[src/rtl/core/cpot_pkg.sv]
`timescale 1ns / 1ps

package cpot_pkg;

    localparam int CW  = 32;          // coordinate width, Q16.16
    localparam int DW  = CW + 1;      // exact difference
    localparam int SQW = 2 * DW;      // square of a difference magnitude
    localparam int SW  = SQW + 2;     // sum of three squares
    localparam int RB  = CW - 1;      // root bits, one per stage
    localparam int VW  = CW + 3;      // exact distance before saturation
    localparam int NAX = 3;           // axes, one lane each

    localparam logic PK_BOX    = 1'b0;
    localparam logic PK_SPHERE = 1'b1;

    typedef logic signed [CW-1:0] t_coord;
    typedef logic signed [DW-1:0] t_ax;
    typedef logic        [SQW-1:0] t_sq;
    typedef logic        [SW-1:0] t_sum;
    typedef logic        [RB-1:0] t_root;
    typedef logic signed [VW-1:0] t_val;

    // kind of the request and the value that rides alongside the root:
    // box distance in box mode, radius sum in sphere mode
    typedef struct packed {
        logic kind;
        t_val val;
    } t_tag;

endpackage

[src/rtl/core/cpot_lane.sv]
`timescale 1ns / 1ps

module cpot_lane
    import cpot_pkg::*;
(
    input  logic   i_clk,
    input  logic   i_en,
    input  t_coord i_a_lo,
    input  t_coord i_a_hi,
    input  t_coord i_b_lo,
    input  t_coord i_b_hi,
    output t_ax    o_ax,
    output t_sq    o_sq
);

    t_ax              w_d1;
    t_ax              w_d2;
    t_ax              w_dc;
    logic [DW-1:0]    n_mag;

    t_ax              r_ax1;
    logic [DW-1:0]    r_mag;
    t_ax              r_ax2;
    t_sq              r_sq;

    always_comb begin
        w_d1  = DW'(i_b_lo) - DW'(i_a_hi);
        w_d2  = DW'(i_a_lo) - DW'(i_b_hi);
        w_dc  = DW'(i_b_lo) - DW'(i_a_lo);
        n_mag = w_dc[DW-1] ? DW'(-w_dc) : DW'(w_dc);
    end

    always_ff @(posedge i_clk) begin
        if (i_en) begin
            r_ax1 <= (w_d1 > w_d2) ? w_d1 : w_d2;
            r_mag <= n_mag;
            r_ax2 <= r_ax1;
            r_sq  <= SQW'(r_mag) * SQW'(r_mag);
        end
    end

    assign o_ax = r_ax2;
    assign o_sq = r_sq;

endmodule

[config.mk]
export PLATFORM = sky130hd
export DESIGN_NAME = cpot_lane
export DESIGN_NICKNAME = d
export VERILOG_FILES = /design/src/rtl/core/cpot_pkg.sv /design/src/rtl/core/cpot_lane.sv
export SDC_FILE = /design/constraint.sdc
export NUM_CORES = 2
export LEC_CHECK = 0
export BUFFER_PORTS_ARGS = -buffer_cell sky130_fd_sc_hd__clkbuf_2
export CAP_MARGIN = 20
export CORE_ASPECT_RATIO = 1.2
export CORE_MARGIN = 4
export CORE_UTILIZATION = 50
export CTS_BUF_LIST = sky130_fd_sc_hd__clkbuf_8
export DETAILED_ROUTE_END_ITERATION = 10
export MAX_ROUTING_LAYER = met4
export PLACE_DENSITY = 0.67
export SLEW_MARGIN = 20
export SYNTH_ARGS = -nofsm -noshare
export SYNTH_HDL_FRONTEND = slang
export SYNTH_SLANG_ARGS = --single-unit
export TNS_END_PERCENT = 30
[constraint.sdc]
create_clock -name i_clk -period 23.1 [get_ports i_clk]
set_input_delay 4.62 -clock i_clk [delete_from_list [all_inputs] [get_ports i_clk]]
set_output_delay 4.62 -clock i_clk [all_outputs]
set_load 0.02 [all_outputs]
Yosys cells after proc, flatten, opt, wreduce, memory -nomap -nowiden --
Cells that the tools add are included.
Word-level totals: flip-flop bits (word level) 165, bits of input ports 130, output and inout port bits 99, word-level logic and storage cells 13
Cells by class: add/sub/neg operators 4, multiply operators 1, order comparisons 1, multiplexer cells 2
Operator list (number):
- 32-bit by 32-bit subtractor with 33-bit output | 3
- 33-bit by 33-bit multiplier with 66-bit output | 1
- 33-bit greater-than comparator | 1
- 33-bit 2-to-1 mux | 1
- 33-bit negator | 1
- 32-bit 2-to-1 mux | 1

Longest topological paths before layout --
depth after elaboration 3, depth in mapped cells 32

Least setup slack after synthesis --
Ideal clock, no wire load.
kind input-to-reg, start point input port i_b_lo[0], end point register r_ax1[29], data pin, library setup time 265 ps, data arrival time 8851 ps, data required time 22835 ps, path slack 13983 ps, stages 25, buffers on the path 1, cell sequence inv_1 > ha_1 > inv_1 > fa_1 > a21o_1 > a21oi_1 > o21ai_0 > a31oi_1 > o211ai_1 > a21oi_1 > o21ai_0 > a21oi_1 > xnor2_1 > ha_1 > a21o_1 > a21o_1 > a21o_1 > a21oi_1 > o21ai_0 > o21ai_0 > a21oi_1 > clkbuf_1 > nor3_1 > mux2_2 > or3_1
Between the ends: word-level cells in the longest chain between the ends 3
Ends and longest elaborated chain:
- start: declaration | RTL line cpot_lane.sv:10 | input t_coord i_b_lo,
- 32-bit by 32-bit subtractor with 33-bit output (*) | RTL line cpot_lane.sv:27 | w_d1 = DW'(i_b_lo) - DW'(i_a_hi);
- 33-bit greater-than comparator | RTL line cpot_lane.sv:35 | r_ax1 <= (w_d1 > w_d2) ? w_d1 : w_d2;
- 33-bit 2-to-1 mux (*) | RTL line cpot_lane.sv:35
- end signal: assignment | RTL line cpot_lane.sv:35
- end: declaration | RTL line cpot_lane.sv:21 | t_ax r_ax1;
Mark *: on every way between the ends. The rest lies on a longest branch, timed or not. A chain may end at the register's enable or synchronous reset.

Worst setup path in the final report --
Ends and elaborated chain as after synthesis.

==> impl_metrics.tcl <==
set metrics [dict create \
    status "finished, final reports clean" \
    core_area_um2 85200 \
    ff_latch_area_um2 4920 \
    slowest_delay_ns 0.70 \
    track_usage_pct 26.1 \
    post_cts_buffers 0 \
    clk_pin_slew_worst_paths_ns 0.13 \
    postLayoutCoreUtil_pct 53.8 \
    die_w_um 276 \
    routedWlPerCell_um 19.0 \
    synthArstFlopShare_pct 0 \
    cpMaxStageDelayCell "a31oi_1" \
    synthCells 4641 \
    rr_startpoint "r_mag[7]$_DFFE_PP_" \
    r2r_slack_ns 13.32 \
    wl_um 112000 \
    grt_pass1_vias 34100 \
    num_io_pins 229 \
    top_usage_layer "met2" \
    syn_nets 6035 \
    hpwl_um 90400 \
    post_cts_resized 0 \
    rr_endpoint "o_sq[45]$_DFFE_PP_" \
    synth.distinct_cells 95 \
    synth_ff_type "edfxtp_1" \
    io_buffers 227 \
    yosysSeqAreaShare_pct 11.4 \
    grt_pass1_wl_um 180000 \
    rows 117 \
    die-area_um2 91000 \
    crit_path_start "i_b_lo[0]" \
    vias 31400 \
    cp.required_ns 23.46 \
    cts_root_buf "clkbuf_8" \
    n_fill_cell 7853 \
    drv_cap 0 \
    start_util_pct 50.6 \
    synth_edf_count 164 \
    insertion_delay_ns 0.61 \
    r2r_cells 25 \
    slew_headroom_pct 38.2 \
    drtAntennaViolNets 0 \
    rsz0062_at_grt "false" \
    grt_overflow 0 \
    hp-start "r_ax1[12]$_DFFE_PP_" \
    worstPathCellList "clkbuf_2, inv_1, ha_1, inv_1, fa_1, a21o_1, a21oi_1, o21ai_0, a31oi_1, o21bai_1, a21oi_1, o21bai_1, a21oi_1, xnor2_1, ha_1, nand4_1, or2_2, o221ai_1, a21oi_1, a21oi_4, buf_4, nor4b_1, mux2_2, or3_1" \
    grtUsageMet3_pct 3.00 \
    first_pass_iters 7 \
    use_met2_pct 46.4 \
    finalHoldViolCount 0 \
    path_common_cell "a21oi_1" \
    gp_congestion 0.963 \
    period_needed_ns 9.90 \
    multi_input_area_um2 32800 \
    critPathArrivalTime_ns 10.26 \
    synth.cell_area_um2 43100 \
    cts_tree "built" \
    syn_to_final_growth_pct 6.21 \
    setup_tns_ns 0 \
    cp-end-kind "register" \
    drc_errors 0 \
    synth_seq_cells 164 \
    clock-sinks 164 \
    slew_violations 0 \
    fin_nets 6166 \
    gr-usage-met1_pct 29.9 \
    hold_buffers 0 \
    fin_skew_ns 0.0524 \
    critPathCapture "r_ax1[29]$_DFFE_PP_" \
    clockBufferDepth 2 \
    antenna_found_initial 1 \
    grt_max_degree 67 \
    avgViaCountPerCell 5.31 \
    synth.avg_cell_area_um2 9.29 \
    htree_levels 4 \
    min_path_type "register to register" \
    setup_viol_count_final 0 \
    drive_gt1_share_pct 7.23 \
    period_share_pct 42.8 \
    fmax_mhz 101 \
    worstSetupPathType "input port to register" \
    setup.worst_path.start_class "input port" \
    cts_buffers 17 \
    yosys_warnings 0 \
    drt_iter0_drc 1617 \
    tightest_slew_ns 0.904 \
    cp_max_fo 66 \
    die_h_um 330 \
]
registers in the layout (all words and copies together) (netlist names):
name / cells
o_ax: 33
r_mag: 33
o_sq: 65
r_ax1: 33
final cells by class:
| cell class | instances | area share [%] |
|---|---|---|
| antenna | 2 | 0.0109 |
| tap | 1130 | 3.09 |
| clock buffer | 17 | 0.511 |
| multi-input combinational | 3034 | 71.5 |
| sequential | 164 | 10.7 |
| inverter | 1291 | 10.6 |
| clock inverter | 15 | 0.423 |
| timing repair buffer | 264 | 3.10 |
how the worst min path moves through the flow:
stage | endpoint | slack, ns | cells after the start
CTS | o_ax[6]$_DFFE_PP_ | 0.43 | 0
detailed placement | o_ax[25]$_DFFE_PP_ | 0.40 | 0
finish | o_ax[12]$_DFFE_PP_ | 0.43 | 0
global route | o_ax[10]$_DFFE_PP_ | 0.43 | 0
global placement | o_ax[6]$_DFFE_PP_ | 0.40 | 0
floorplan | o_ax[0]$_DFFE_PP_ | 0.40 | 0
worst max-delay path: cells and delay by family:
family                     cells  cell delay, ns
AOI/OAI and AO/OA             11            2.70
xor gates and xnor gates       1            0.11
adders and majority gates      3            0.88
buffers and inverters          4            0.73
muxes                          1            0.29
and+or+nand+nor                4            0.93
kinds of logic after synthesis:
| family | share of synthesized area [%] |
|---|---|
| buffers and inverters | 12.6 |
| adder cells (fa/ha/maj) | 51.7 |
| AND/OR/NAND/NOR | 11.1 |
| AO/OA/AOI/OAI | 9.07 |
| XOR/XNOR | 3.74 |
| flip-flops | 11.4 |
| multiplexers | 0.339 |
| other | 0.00869 |
Yosys cell counts, types with 4 or more instances:
cell type | number | area, µm²
mux2_2 | 5 | 56.3
nor2_1 | 140 | 526
nor4_1 | 4 | 25.0
xor2_1 | 53 | 464
mux2i_1 | 9 | 90.1
o31ai_1 | 14 | 105
ha_1 | 402 | 5030
a21oi_1 | 159 | 796
a21o_1 | 123 | 923
fa_1 | 862 | 17300
o21ai_0 | 98 | 490
inv_1 | 1289 | 4840
a2111oi_0 | 5 | 43.8
nand2b_1 | 19 | 119
a221o_1 | 6 | 60.1
nand4_1 | 23 | 144
and2_1 | 216 | 1350
a41oi_1 | 5 | 43.8
a31o_2 | 7 | 61.3
nand2_1 | 417 | 1570
a21boi_0 | 5 | 37.5
o21bai_1 | 23 | 173
buf_4 | 4 | 30.0
o21a_1 | 23 | 173
o221ai_1 | 5 | 43.8
clkbuf_1 | 138 | 518
edfxtp_1 | 164 | 4920
buf_1 | 4 | 15.0
and2_2 | 5 | 37.5
or2_2 | 11 | 68.8
o211ai_1 | 13 | 97.6
a31oi_1 | 32 | 200
xnor2_1 | 126 | 1100
and4_1 | 4 | 35.0
a221oi_1 | 5 | 43.8
or3_1 | 6 | 37.5
and3_1 | 20 | 125
nor2b_1 | 28 | 175
nor3_1 | 33 | 165
a211oi_1 | 21 | 158
nand3_1 | 33 | 165
a311oi_1 | 8 | 70.1
cell usage in the layout (no fill, tap or decap), types with 123 or more instances in the layout:
master | netlist | layout
nand2_1 | 417 | 417
nor2_1 | 140 | 140
fa_1 | 862 | 862
a21oi_1 | 159 | 158
ha_1 | 402 | 402
a21o_1 | 123 | 123
inv_1 | 1289 | 1289
xnor2_1 | 126 | 126
and2_1 | 216 | 216
clkbuf_2 | 2 | 226
edfxtp_1 | 164 | 164
per-stage QoR:
step                area [µm²]  hold WS (ns)  setup WS (ns)  std cells
floorplan                43100         0.400          13.98       4641
global placement         45400         0.401          12.77       5883
detailed placement       45400         0.405          12.69       5883
CTS                      45800         0.430          13.35       5915
global route             45800         0.433          12.84       5916
finish                   45800         0.430          13.20       5917
routing by layer:
layer | wire length, µm | vias to the layer above
li1 | - | 14400
met3 | 5470 | 294
met2 | 58700 | 937
met1 | 42700 | 15800
met4 | 5640 | 0
met5 | 0 | -
Power is left out: the tool's default activity adds up to more than one toggle a clock period on the data nets, which glitch-free logic cannot reach.
