**config.mk**
```make
export PLATFORM = sky130hd
export DESIGN_NAME = cpot_merge
export DESIGN_NICKNAME = d
export VERILOG_FILES = /design/src/rtl/core/cpot_pkg.sv /design/src/rtl/core/cpot_merge.sv
export SDC_FILE = /design/constraint.sdc
export NUM_CORES = 1
export LEC_CHECK = 0
export ABC_CLOCK_PERIOD_IN_PS = 4400
export BUFFER_PORTS_ARGS = -buffer_cell sky130_fd_sc_hd__buf_4
export CORE_ASPECT_RATIO = 0.5
export CORE_UTILIZATION = 45
export CTS_CLUSTER_DIAMETER = 60
export DETAILED_ROUTE_END_ITERATION = 8
export GPL_ROUTABILITY_DRIVEN = 0
export PLACE_DENSITY = 0.85
export SLEW_MARGIN = 20
export SYNTH_ARGS = -nofsm -noshare
export SYNTH_HDL_FRONTEND = slang
export SYNTH_SLANG_ARGS = --single-unit
export TNS_END_PERCENT = 10
```
**constraint.sdc**
```tcl
create_clock -name i_clk -period 4.4 [get_ports i_clk]
set_input_delay 0.22 -clock i_clk [delete_from_list [all_inputs] [get_ports i_clk]]
set_output_delay 0.22 -clock i_clk [all_outputs]
set_load 0.02 [all_outputs]
```
**src/rtl/core/cpot_pkg.sv**
```systemverilog
`timescale 1ns / 1ps

package cpot_pkg;

    localparam int CW  = 32;          // coordinate width, Q16.16
    localparam int DW  = CW + 1;      // exact difference
    localparam int SQW = 2 * DW;      // square of a difference magnitude
    localparam int SW  = SQW + 2;     // sum of three squares
    localparam int RB  = CW - 1;      // root bits, one per stage
    localparam int VW  = CW + 3;      // exact distance before saturation
    localparam int NAX = 3;           // axes, one lane each

    localparam logic PK_BOX    = 1'b0;
    localparam logic PK_SPHERE = 1'b1;

    typedef logic signed [CW-1:0] t_coord;
    typedef logic signed [DW-1:0] t_ax;
    typedef logic        [SQW-1:0] t_sq;
    typedef logic        [SW-1:0] t_sum;
    typedef logic        [RB-1:0] t_root;
    typedef logic signed [VW-1:0] t_val;

    // kind of the request and the value that rides alongside the root:
    // box distance in box mode, radius sum in sphere mode
    typedef struct packed {
        logic kind;
        t_val val;
    } t_tag;

endpackage

```
**src/rtl/core/cpot_merge.sv**
```systemverilog
`timescale 1ns / 1ps

module cpot_merge
    import cpot_pkg::*;
(
    input  logic i_clk,
    input  logic i_en,
    input  t_ax  i_ax [NAX],
    input  t_sq  i_sq [NAX],
    input  logic i_kind,
    input  t_val i_rsum,
    output t_sum o_sum,
    output t_tag o_tag
);

    t_ax  w_m01;
    t_ax  w_box;
    t_tag n_tag;
    t_sum r_sum;
    t_tag r_tag;

    always_comb begin
        w_m01      = (i_ax[1] > i_ax[0]) ? i_ax[1] : i_ax[0];
        w_box      = (i_ax[2] > w_m01) ? i_ax[2] : w_m01;
        n_tag.kind = i_kind;
        n_tag.val  = (i_kind == PK_SPHERE) ? i_rsum : VW'(w_box);
    end

    always_ff @(posedge i_clk) begin
        if (i_en) begin
            r_sum <= SW'(i_sq[0]) + SW'(i_sq[1]) + SW'(i_sq[2]);
            r_tag <= n_tag;
        end
    end

    assign o_sum = r_sum;
    assign o_tag = r_tag;

endmodule

```
; ---- Word level (Yosys, flattened, before mapping)
; Cells that the tools add are included.
[op_classes]
add_sub_neg = 2
n_lt_le_gt_ge = 2
n_mux = 3
[op_table]
columns = op, count
row1 = $add 67x66->68, 1
row2 = $add 66x66->67, 1
row3 = $gt 33x33->1, 2
row4 = $mux 33, 2
row5 = $mux 35, 1
[totals]
register_bits = 104
input_bits = 335
output_inout_bits = 104
elab_cells = 10

; ---- Logic depth before layout (Yosys ltp)
; Gate-level depths: netlist (run 1).
[depth]
ltp_word = 5
ltp_mapped = 25
ltp_nobuf = 20

; ---- Worst setup path before layout (run 1)
; No wires, ideal clock.
[synth_path]
path_type = input-to-reg
startpoint = in i_ax[98] in the netlist's numbering
endpoint = reg r_tag (netlist bit o_tag[10]) (data pin)
setup_ps = 267
arrival_time_ps = 4442
required_time_ps = 4133
setup_slack_ps = -309
cell_stages = 25
path_cell_list = inv_1 > ha_1 > nand3_1 > or3_4 > nor3_4 > nand3_2 > o21ai_2 > a211oi_2 > mux2_4 > buf_6 > buf_12 > mux2i_2 > ha_1 > a21o_1 > a21o_1 > a21o_1 > a21oi_1 > nor4_1 > o21ai_0 > a21o_1 > clkbuf_1 > nor2b_1 > buf_1 > clkbuf_1 > a21oi_1
[synth_lines]
columns = item, line_no
row1 = start: declaration, cpot_merge.sv:8  ; input t_ax i_ax [NAX],
row2 = end signal: assignment, cpot_merge.sv:32  ; r_tag <= n_tag;
row3 = end: declaration, cpot_merge.sv:20  ; t_tag r_tag;

==> results of run 1 <==
## metrics by stage
step / TNS (ns) / total power (µW)
floorplan: 0 / 3412
global placement: -8.710 / 4592
detailed placement: -9.872 / 4659
CTS: 0 / 5399
global route: -4.272 / 5844
finish: 0 / 5527
## layout by cell type (no fill, tap or decap), drive strengths merged, types with 3 or more instances in the layout
master | synthesis | layout
o21bai | 18 | 18
and3 | 8 | 8
fa | 67 | 67
o22ai | 3 | 3
or3 | 4 | 4
a221oi | 5 | 5
o31ai | 39 | 39
nand2b | 37 | 37
inv | 72 | 72
nand3 | 26 | 26
a211oi | 8 | 8
o211ai | 6 | 6
a31oi | 14 | 14
nor3 | 26 | 26
a22oi | 3 | 3
o21ai | 40 | 40
clkbuf | 29 | 13
and2 | 4 | 4
nor4 | 8 | 8
a21o | 71 | 71
nand2 | 55 | 55
xnor2 | 34 | 34
mux2i | 34 | 34
a21oi | 124 | 124
nand4 | 26 | 26
nor2b | 3 | 3
o311ai | 4 | 4
clkinv | 0 | 3
o21a | 8 | 8
ha | 131 | 131
xor2 | 21 | 21
edfxtp | 104 | 104
nor2 | 42 | 42
and4 | 5 | 5
buf | 12 | 531
## per-layer routing
layer,up-vias,part of all wire
li1,5197,-
met1,5289,0.40
met2,494,0.49
met3,116,0.060
met4,0,0.050
met5,-,0
## report_power, final
group	internal (µW)	switching [µW]	total (µW)
clock	371	362	733
sequential	1440	77.0	1520
combinational	1470	1810	3280
total	3280	2250	5530
## Yosys cell counts, types with 6 or more instances
| cell type | count | area share |
|---|---|---|
| sky130_fd_sc_hd__a21oi_1 | 123 | 0.055 |
| sky130_fd_sc_hd__o21a_1 | 8 | 0.0053 |
| sky130_fd_sc_hd__nor4_1 | 8 | 0.0045 |
| sky130_fd_sc_hd__nor2_1 | 42 | 0.014 |
| sky130_fd_sc_hd__xnor2_1 | 34 | 0.026 |
| sky130_fd_sc_hd__nor3_1 | 23 | 0.010 |
| sky130_fd_sc_hd__edfxtp_1 | 104 | 0.28 |
| sky130_fd_sc_hd__o21bai_1 | 18 | 0.012 |
| sky130_fd_sc_hd__nand2b_1 | 37 | 0.021 |
| sky130_fd_sc_hd__clkbuf_1 | 29 | 0.0097 |
| sky130_fd_sc_hd__xor2_1 | 21 | 0.016 |
| sky130_fd_sc_hd__o211ai_1 | 6 | 0.0040 |
| sky130_fd_sc_hd__a211oi_1 | 6 | 0.0040 |
| sky130_fd_sc_hd__buf_2 | 7 | 0.0031 |
| sky130_fd_sc_hd__o21ai_0 | 38 | 0.017 |
| sky130_fd_sc_hd__a21o_1 | 71 | 0.047 |
| sky130_fd_sc_hd__mux2i_2 | 29 | 0.036 |
| sky130_fd_sc_hd__and3_1 | 8 | 0.0045 |
| sky130_fd_sc_hd__o31ai_1 | 34 | 0.023 |
| sky130_fd_sc_hd__a31oi_1 | 14 | 0.0078 |
| sky130_fd_sc_hd__nand3_1 | 25 | 0.011 |
| sky130_fd_sc_hd__nand2_1 | 55 | 0.018 |
| sky130_fd_sc_hd__fa_1 | 67 | 0.12 |
| sky130_fd_sc_hd__nand4_1 | 26 | 0.014 |
| sky130_fd_sc_hd__inv_1 | 72 | 0.024 |
| sky130_fd_sc_hd__ha_1 | 131 | 0.15 |
## area by class of cell
cell class              count  area (µm²)
repair buffers            534        4151
multi-input cells         900        7899
flip-flops and latches    104        3123
inverters                  72       270.3
fillers                  1886        8168
clock inverters             3       12.51
well taps                 336       420.4
clock buffers              10       229.0
## state kept, by name, indices dropped and copies added, names as in the netlist
register / count
o_tag: 36
o_sum: 68
## final timing paths
path  slack, ns  cells after the start      from         to
max        0.04                     24  i_ax[93]  o_tag[33]
min        0.24                      3  i_ax[22]  o_tag[22]
## cell families (layout without fill, tap and decap cells)
family,count (synthesis),in the layout,synth area share
xor gates and xnor gates,55,55,0.04286
muxes,35,36,0.04130
adders and majority gates,198,198,0.2652
and+or+nand+nor,250,250,0.1168
AOI/OAI and AO/OA,361,361,0.2124
DFF,104,104,0.2779
buffers and inverters,113,619,0.04353
## repair_timing
item	in CTS	in global routing
setup buffers	0	9
setup endpoints to repair	0	35
gates resized for setup	0	41
hold endpoints to repair	0	0
==> PnR_summary.wiki, run 1 <==
{| class="wikitable"
! Metric !! Value
|-
| Area growth, synth to finish || 43.31%
|-
| Clock tree root driver cell || sky130_fd_sc_hd__clkbuf_16
|-
| Min cycle time layout || approximately 4.4 ns
|-
| Critical Path Most Common Cell || sky130_fd_sc_hd__buf_4
|-
| Endpoint class of the critical path || register
|-
| Sequential area share after synthesis || 0.2779
|-
| Global routing usage on met1 || 0.3534
|-
| Global routing usage on met3 || 0.04534
|-
| Unrepaired setup endpoints after global routing || yes
|-
| Die Y || 113.7 µm
|-
| GRT Residual Overflow || 0
|-
| Slowest Stage Delay on Critical Path || 0.42 ns
|-
| CTS tree || done
|-
| DRC violations left || 0
|-
| Max rail drop VDD || roughly 180 µV
|-
| Final-layout worst hold slack || about 0.24 ns
|-
| Final-report max-slew violation count || 0
|-
| Endpoints failing setup || 0
|-
| Setup slack after placement || -0.3376 ns
|-
| # H-tree levels || 3
|-
| Post-detailed-route via-to-cell ratio || approximately 5.7
|-
| Number of instances in the placed design || just under 2,000
|-
| Power density over the cells || 343.2 nW/µm²
|-
| Share of the cycle needed by the critical path after routing || 0.9914
|-
| Remaining number of nets flagged by the antenna check after routing || 0
|-
| Result of the run || completed
|-
| Number of synthesized flops with an enable pin || about 100
|-
| Slowest-stage cell, CP || sky130_fd_sc_hd__or3_4
|-
| Syn Inst Count || ~1,100
|-
| Number of buffers on the longest clock path || 2
|-
| Total CTS buffers || 9
|-
| Synthesized area per cell || ~10 µm²
|-
| Finished Layout Cells || slightly below 2,000
|-
| Share of async-settable or async-resettable flops after synthesis || 0
|-
| Kind of start point of the critical path || input pin
|-
| Post-detailed-placement cell area || 15,410 µm²
|-
| Buf/Inv on CP || 6
|-
| Arrival time of the worst setup path || roughly 4.5 ns
|-
| Initial core utilization || 0.4630
|-
| Smallest setup slack after layout || around 0.038 ns
|-
| Core region area || around 24,000 µm²
|-
| Die outline area || ~26,000 µm²
|-
| Width of the chip || about 230 µm
|-
| DRT iter0 DRCs || roughly 900
|-
| Diodes inserted || 0
|-
| Core occupancy in the finished layout || 0.6635
|-
| Cell Rows || 40
|-
| Proportion of layout cells with a drive suffix above 1 || 0.3882
|-
| Largest net degree at the start of global routing || 75
|-
| Final wirelength || between 30,000 and 40,000 µm
|-
| Static leakage || around 0.0075 µW
|-
| Total non-filler cell area in the finished layout || around 16,000 µm²
|-
| Cells along the critical path || buf_4, inv_1, ha_1, nand2_1, or3_4, nor3_4, nand3_2, o21ai_2, a211oi_2, buf_4, mux2_4, mux2i_2, ha_1, nand4_1, nor2_2, nand4_1, nor4_2, buf_4, a21oi_1, a21o_1, nor2b_4, buf_12, buf_12, a221oi_2
|-
| Routed length per placed instance || slightly below 20 µm
|-
| Count of input and output buffers || approximately 440
|-
| Clock sink count || about 100
|-
| Max transition margin || 0.3155
|-
| I/O pin cnt || 439
|-
| Maximum net fanout on the critical path || 6
|-
| Synthesis warning total || 0
|-
| Most used routing layer in global routing || met2
|-
| Hold Fails Final Rpt || 0
|-
| Timing-limited maximum frequency || approximately 0.23 GHz
|-
| Distinct cell type count of the synthesized netlist || between 70 and 80
|-
| Met2 Usage GRT || 0.4833
|-
| Total vias in the final route || roughly 11,000
|-
| Net total in the final layout || about 2,200
|-
| HP Class || input pin to register
|-
| Total GRT Usage || 0.2831
|-
| Clock-pin slew reported for the worst setup and hold paths after clock tree synthesis || around 0.07 ns
|-
| Slew at the pin with the worst max-slew slack || 1.027 ns
|-
| Antenna violations before repair || 0
|-
| Critical setup path kind || input pin to register
|-
| Number of maximum-capacitance constraint violations || 0
|-
| Synthesized flop and latch total || roughly 100
|-
| Most instantiated flip-flop cell in the synthesis netlist || sky130_fd_sc_hd__edfxtp_1
|-
| Pre-Repair DR Iteration Count || 5
|-
| Netlist area before placement || about 11,000 µm²
|-
| Net count after synthesis || between 1,500 and 2,000
|-
| Dominant delay contributor by cell family on the critical path || simple AND/OR/NAND/NOR gates
|-
| Wire length of the first global-routing pass || ~56,000 µm
|-
| Cts-stage hold buffer count || 0
|-
| Via count of the first global-routing pass || 10,790
|-
| Required time at the endpoint of the critical path || 4.57 ns
|-
| Total half-perimeter wirelength after legalization and detailed placement || between 30,000 and 40,000 µm
|}
Note: power is estimated with default switching activity, not from simulation.
==> run 2, diff against run 1 <==
--- a/config.mk
+++ b/config.mk
@@ -6,13 +6,13 @@
 export NUM_CORES = 1
 export LEC_CHECK = 0
 export ABC_CLOCK_PERIOD_IN_PS = 4400
-export BUFFER_PORTS_ARGS = -buffer_cell sky130_fd_sc_hd__buf_4
 export CORE_ASPECT_RATIO = 0.5
 export CORE_UTILIZATION = 45
 export CTS_CLUSTER_DIAMETER = 60
 export DETAILED_ROUTE_END_ITERATION = 8
+export DONT_BUFFER_PORTS = 1
 export GPL_ROUTABILITY_DRIVEN = 0
-export PLACE_DENSITY = 0.85
+export PLACE_DENSITY = 0.69
 export SLEW_MARGIN = 20
 export SYNTH_ARGS = -nofsm -noshare
 export SYNTH_HDL_FRONTEND = slang
==> PnR_summary.wiki, run 2 (synthesized netlist as in run 1, its figures left out) <==
{| class="wikitable"
! Metric !! Value
|-
| Pre-Repair DR Iteration Count || 6
|-
| Total CTS buffers || 9
|-
| Die outline area || about 26,000 µm²
|-
| I/O pin cnt || 439
|-
| Remaining number of nets flagged by the antenna check after routing || 0
|-
| HP Class || input pin to register
|-
| Core region area || ~24,000 µm²
|-
| Slew at the pin with the worst max-slew slack || approximately 0.61 ns
|-
| Arrival time of the worst setup path || 4.38 ns
|-
| Routed length per placed instance || about 23 µm
|-
| Via count of the first global-routing pass || 8,924
|-
| Total half-perimeter wirelength after legalization and detailed placement || approximately 28,000 µm
|-
| Critical setup path kind || input pin to register
|-
| Final wirelength || around 33,000 µm
|-
| Core occupancy in the finished layout || 0.5009
|-
| Cell Rows || 40
|-
| Finished Layout Cells || about 1,500
|-
| Largest net degree at the start of global routing || 105
|-
| Clock tree root driver cell || sky130_fd_sc_hd__clkbuf_16
|-
| Net total in the final layout || 1,665
|-
| Number of instances in the placed design || ~1,500
|-
| Commonest non-fill, non-tap cell in the layout || sky130_fd_sc_hd__ha_1
|-
| Share of the cycle needed by the critical path after routing || 0.9693
|-
| Static leakage || 0.005117 µW
|-
| Timing-limited maximum frequency || roughly 0.23 GHz
|-
| Area growth, synth to finish || 8.195%
|-
| GRT Residual Overflow || 0
|-
| Max transition margin || 0.5868
|-
| Unrepaired setup endpoints after global routing || yes
|-
| Required time at the endpoint of the critical path || 4.52 ns
|-
| Clock sink count || roughly 100
|-
| TNS Setup || 0 ns
|-
| Max rail drop VDD || 216.4 µV
|-
| Wire length of the first global-routing pass || ~49,000 µm
|-
| Count of input and output buffers || 0
|-
| Endpoint class of the critical path || register
|-
| CTS tree || done
|-
| # H-tree levels || 3
|-
| Largest register FFs || a little under 70
|-
| Final-report max-slew violation count || 0
|-
| Die Y || 113.7 µm
|-
| DRT iter0 DRCs || about 650
|-
| Number of buffers on the longest clock path || 2
|-
| Post-detailed-route via-to-cell ratio || around 6.2
|-
| Endpoints failing setup || 0
|-
| Antenna violations before repair || 2
|-
| Number of cells on the worst hold path || 1
|-
| Commonest cells after routing, fill and taps aside || sky130_fd_sc_hd__ha_1, sky130_fd_sc_hd__a21oi_1, sky130_fd_sc_hd__edfxtp_1
|-
| Result of the run || completed
|-
| Hold Fails Final Rpt || 0
|-
| Hold wc startpoint || i_kind
|-
| Proportion of layout cells with a drive suffix above 1 || 0.1029
|-
| Width of the chip || ~230 µm
|-
| Initial core utilization || 0.4630
|-
| Total GRT Usage || 0.2503
|-
| Maximum net fanout on the critical path || 24
|-
| Number of maximum-capacitance constraint violations || 0
|-
| Min cycle time layout || 4.265 ns
|-
| Clock-pin slew reported for the worst setup and hold paths after clock tree synthesis || approximately 0.08 ns
|-
| Power density over the cells || between 400 and 500 nW/µm²
|-
| DRC violations left || 0
|-
| Total vias in the final route || 9,074
|-
| Endpoint with the worst hold slack || o_tag[34]
|-
| Kind of start point of the critical path || input pin
|}
## run 2: cell type report
type                    instances  area [µm²]
diodes                          2       5.005
clock buffers                   9       225.2
clock inverters                 7       80.08
fillers                      2170       12110
inverters                      72       270.3
multi-input cells             899        7655
flip-flops and latches        104        3123
well taps                     336       420.4
repair buffers                 46       380.4
## run 2: timing repair
item | in CTS | in global routing
endpoints found under the setup margin | 0 | 34
gates resized for setup | 0 | 5
endpoints found under the hold margin | 105 | 0
setup buffers | 0 | 3
hold buffers | 2 | 0
## run 2: through the flow
| stage | setup slack (ns) | hold WS [ns] | power (µW) | cell area [µm²] |
|---|---|---|---|---|
| floorplan | 0.03434 | 0.3189 | 3412 | 11250 |
| global placement | -0.1374 | 0.3235 | 3905 | 11770 |
| detailed placement | -0.2248 | 0.3238 | 3959 | 11770 |
| CTS | 0.1707 | 0.05430 | 4884 | 12110 |
| global route | -0.01600 | 0.06479 | 5158 | 12160 |
| finish | 0.1352 | 0.09571 | 4875 | 12160 |
## run 2: worst max path at each step
stage / start / end / cells after the start
2_1_floorplan: i_ax[98] / o_tag[29] / 25
3_3_place_gp: i_ax[82] / o_tag[33] / 22
3_5_place_dp: i_ax[92] / o_tag[33] / 22
4_1_cts: i_ax[92] / o_tag[32] / 22
5_1_grt: i_ax[97] / o_tag[10] / 22
6_report: i_ax[92] / o_tag[15] / 22
## run 2: metal layers
metal / track usage / wire length [µm]
met5: 0 / 0
met4: 0.09342 / 1038
met3: 0.07367 / 2536
met2: 0.4198 / 16180
met1: 0.3061 / 13440
## run 2: power by group
group	switching (µW)	internal, µW	leakage [µW]
Sequential	443	1460	0.00102
Combinational	1190	904	0.00396
Clock	427	448	0.000143
Total	2060	2810	0.00512
## run 2: worst max-delay path, cell delays in order
cell and delay, ns:
sky130_fd_sc_hd__inv_1 0.02, sky130_fd_sc_hd__ha_1 0.28, sky130_fd_sc_hd__a21o_1 0.16, sky130_fd_sc_hd__a21o_1 0.17, sky130_fd_sc_hd__a21o_1 0.17, sky130_fd_sc_hd__a21oi_1 0.18
sky130_fd_sc_hd__o22ai_1 0.14, sky130_fd_sc_hd__a211oi_2 0.27, sky130_fd_sc_hd__mux2_4 0.43, sky130_fd_sc_hd__buf_4 0.22, sky130_fd_sc_hd__mux2i_2 0.17, sky130_fd_sc_hd__ha_1 0.30
sky130_fd_sc_hd__nand4_1 0.19, sky130_fd_sc_hd__o22ai_1 0.17, sky130_fd_sc_hd__nor2_1 0.06, sky130_fd_sc_hd__o21ai_0 0.19, sky130_fd_sc_hd__o21ai_0 0.13, sky130_fd_sc_hd__buf_4 0.14
sky130_fd_sc_hd__a21o_1 0.20, sky130_fd_sc_hd__buf_4 0.24, sky130_fd_sc_hd__o31ai_1 0.24, sky130_fd_sc_hd__a21oi_1 0.08
==> run 3, diff against run 2 <==
--- a/config.mk
+++ b/config.mk
@@ -12,6 +12,7 @@
 export DETAILED_ROUTE_END_ITERATION = 8
 export DONT_BUFFER_PORTS = 1
 export GPL_ROUTABILITY_DRIVEN = 0
+export MAX_ROUTING_LAYER = met4
 export PLACE_DENSITY = 0.69
 export SLEW_MARGIN = 20
 export SYNTH_ARGS = -nofsm -noshare
==> PnR_summary.wiki, run 3 (synthesized netlist as in run 1, its figures left out) <==
{| class="wikitable"
! Metric !! Value
|-
| Clock-pin slew reported for the worst setup and hold paths after clock tree synthesis || approximately 0.080 ns
|-
| Static leakage || 0.005117 µW
|-
| Die outline area || approximately 26,000 µm²
|-
| DRC violations left || 0
|-
| Proportion of layout cells with a drive suffix above 1 || 0.1029
|-
| Antenna violations before repair || 2
|-
| Width of the chip || around 230 µm
|-
| Via count of the first global-routing pass || around 8,900
|-
| Count of input and output buffers || 0
|-
| Pre-Repair DR Iteration Count || 6
|-
| Critical setup path kind || input pin to register
|-
| Crit path from || i_ax[92]
|-
| Number of buffers on the longest clock path || 2
|-
| Final wirelength || roughly 33,000 µm
|-
| Smallest setup slack after layout || about 0.11 ns
|-
| Hold Fails Final Rpt || 0
|-
| Number of maximum-capacitance constraint violations || 0
|-
| CTS tree || done
|-
| Wire length of the first global-routing pass || between 40,000 and 50,000 µm
|-
| Routed length per placed instance || 22.52 µm
|-
| Total half-perimeter wirelength after legalization and detailed placement || 27,630 µm
|-
| Net total in the final layout || roughly 1,700
|-
| Remaining number of nets flagged by the antenna check after routing || 0
|-
| Core region area || between 20,000 and 25,000 µm²
|-
| Share of the cycle needed by the critical path after routing || 0.9748
|-
| Kind of start point of the critical path || input pin
|-
| Required time at the endpoint of the critical path || ~4.5 ns
|-
| Area growth, synth to finish || 8.195%
|-
| Final-report max-slew violation count || 0
|-
| TNS Setup || 0 ns
|-
| Largest net degree at the start of global routing || around 110
|-
| Total vias in the final route || 9,113
|-
| Max transition margin || 0.5743
|-
| Die Y || 113.7 µm
|-
| Unrepaired setup endpoints after global routing || yes
|-
| I/O pin cnt || between 400 and 500
|-
| Clock sink count || around 100
|-
| Post-detailed-route via-to-cell ratio || between 6 and 7
|-
| Largest register FFs || around 70
|-
| Slew at the pin with the worst max-slew slack || 0.6348 ns
|-
| Timing-limited maximum frequency || between 0.2 and 0.25 GHz
|-
| GRT Residual Overflow || 0
|-
| Endpoint class of the critical path || register
|-
| Cell Rows || 40
|-
| # H-tree levels || 3
|-
| Capturing element of the worst setup path || o_tag[11]
|-
| Maximum net fanout on the critical path || 24
|-
| Setup slack after placement || -0.2248 ns
|-
| Commonest non-fill, non-tap cell in the layout || sky130_fd_sc_hd__ha_1
|-
| Commonest cells after routing, fill and taps aside || sky130_fd_sc_hd__ha_1, sky130_fd_sc_hd__a21oi_1, sky130_fd_sc_hd__edfxtp_1
|-
| Min cycle time layout || approximately 4.3 ns
|-
| Total CTS buffers || 9
|-
| Result of the run || completed
|-
| Clock tree root driver cell || sky130_fd_sc_hd__clkbuf_16
|-
| Max rail drop VDD || approximately 220 µV
|-
| Endpoints failing setup || 0
|-
| HP Class || input pin to register
|-
| Total GRT Usage || 0.2579
|-
| Initial core utilization || 0.4630
|-
| Power density over the cells || ~400 nW/µm²
|-
| DRT iter0 DRCs || between 600 and 700
|-
| Arrival time of the worst setup path || 4.41 ns
|}
==> run 3: cell counts in the layout (fill, tap and decap cells not counted) <==
No cell type changed its count.
==> run 3: power breakdown <==
| group | internal [µW] | total [µW] | switching [µW] |
|---|---|---|---|
| clock network | 448 | 879 | 431 |
| logic | 905 | 2100 | 1200 |
| registers | 1460 | 1900 | 444 |
==> run 3: metal layers <==
metal / up-vias / GRT usage / routed length [µm]
li1: 4212 / - / -
met1: 4468 / 0.3087 / 13460
met2: 375 / 0.4206 / 16400
met3: 58 / 0.07032 / 2458
met4: 0 / 0.08934 / 897
met5: - / - / 0
==> run 3: stage by stage <==
stage / hold slack, ns / utilization / std cells / power (µW) / area (µm²)
after floorplan: 0.3189 / - / 1116 / 3412 / 11250
after global placement: 0.3235 / 0.4848 / 1452 / 3905 / 11770
after detailed placement: 0.3238 / 0.4848 / 1452 / 3959 / 11770
after CTS: 0.05430 / 0.4989 / 1470 / 4884 / 12110
after global routing: 0.06473 / 0.5009 / 1475 / 5157 / 12160
final: 0.1022 / 0.5009 / 1475 / 4884 / 12160
==> run 3: area by class of cell <==
cell class              count  area, µm²
well taps                 336      420.4
repair buffers             46      380.4
inverters                  72      270.3
clock buffers               9      225.2
flip-flops and latches    104       3123
multi-input cells         899       7655
diodes                      2      5.005
clock inverters             7      80.08
fillers                  2171      12110
==> run 3: worst min path at each step <==
stage / from / end / cells after the start
after global placement: i_kind / o_tag[35] / 0
after floorplan: i_kind / o_tag[35] / 0
after global routing: i_kind / o_tag[34] / 1
after CTS: i_kind / o_tag[34] / 1
final: i_kind / o_tag[34] / 1
after detailed placement: i_kind / o_tag[35] / 0
==> run 3: repair_timing <==
| action | CTS | global route |
|---|---|---|
| hold buffers | 2 | 0 |
| setup endpoints to repair | 0 | 34 |
| resized for setup | 0 | 5 |
| buffers inserted | 0 | 3 |
| endpoints found under the hold margin | 105 | 0 |
==> run 3: worst max-delay path, stage by stage <==
cell	delay (ns)
sky130_fd_sc_hd__inv_1	0.02
sky130_fd_sc_hd__ha_1	0.28
sky130_fd_sc_hd__a21o_1	0.16
sky130_fd_sc_hd__a21o_1	0.17
sky130_fd_sc_hd__a21o_1	0.17
sky130_fd_sc_hd__a21oi_1	0.17
sky130_fd_sc_hd__o22ai_1	0.14
sky130_fd_sc_hd__a211oi_2	0.27
sky130_fd_sc_hd__mux2_4	0.43
sky130_fd_sc_hd__buf_4	0.22
sky130_fd_sc_hd__mux2i_2	0.17
sky130_fd_sc_hd__ha_1	0.30
sky130_fd_sc_hd__nand4_1	0.19
sky130_fd_sc_hd__o22ai_1	0.17
sky130_fd_sc_hd__nor2_1	0.06
sky130_fd_sc_hd__o21ai_0	0.20
sky130_fd_sc_hd__o21ai_0	0.14
sky130_fd_sc_hd__buf_4	0.14
sky130_fd_sc_hd__a21o_1	0.20
sky130_fd_sc_hd__buf_4	0.24
sky130_fd_sc_hd__o31ai_1	0.27
sky130_fd_sc_hd__a21oi_1	0.08
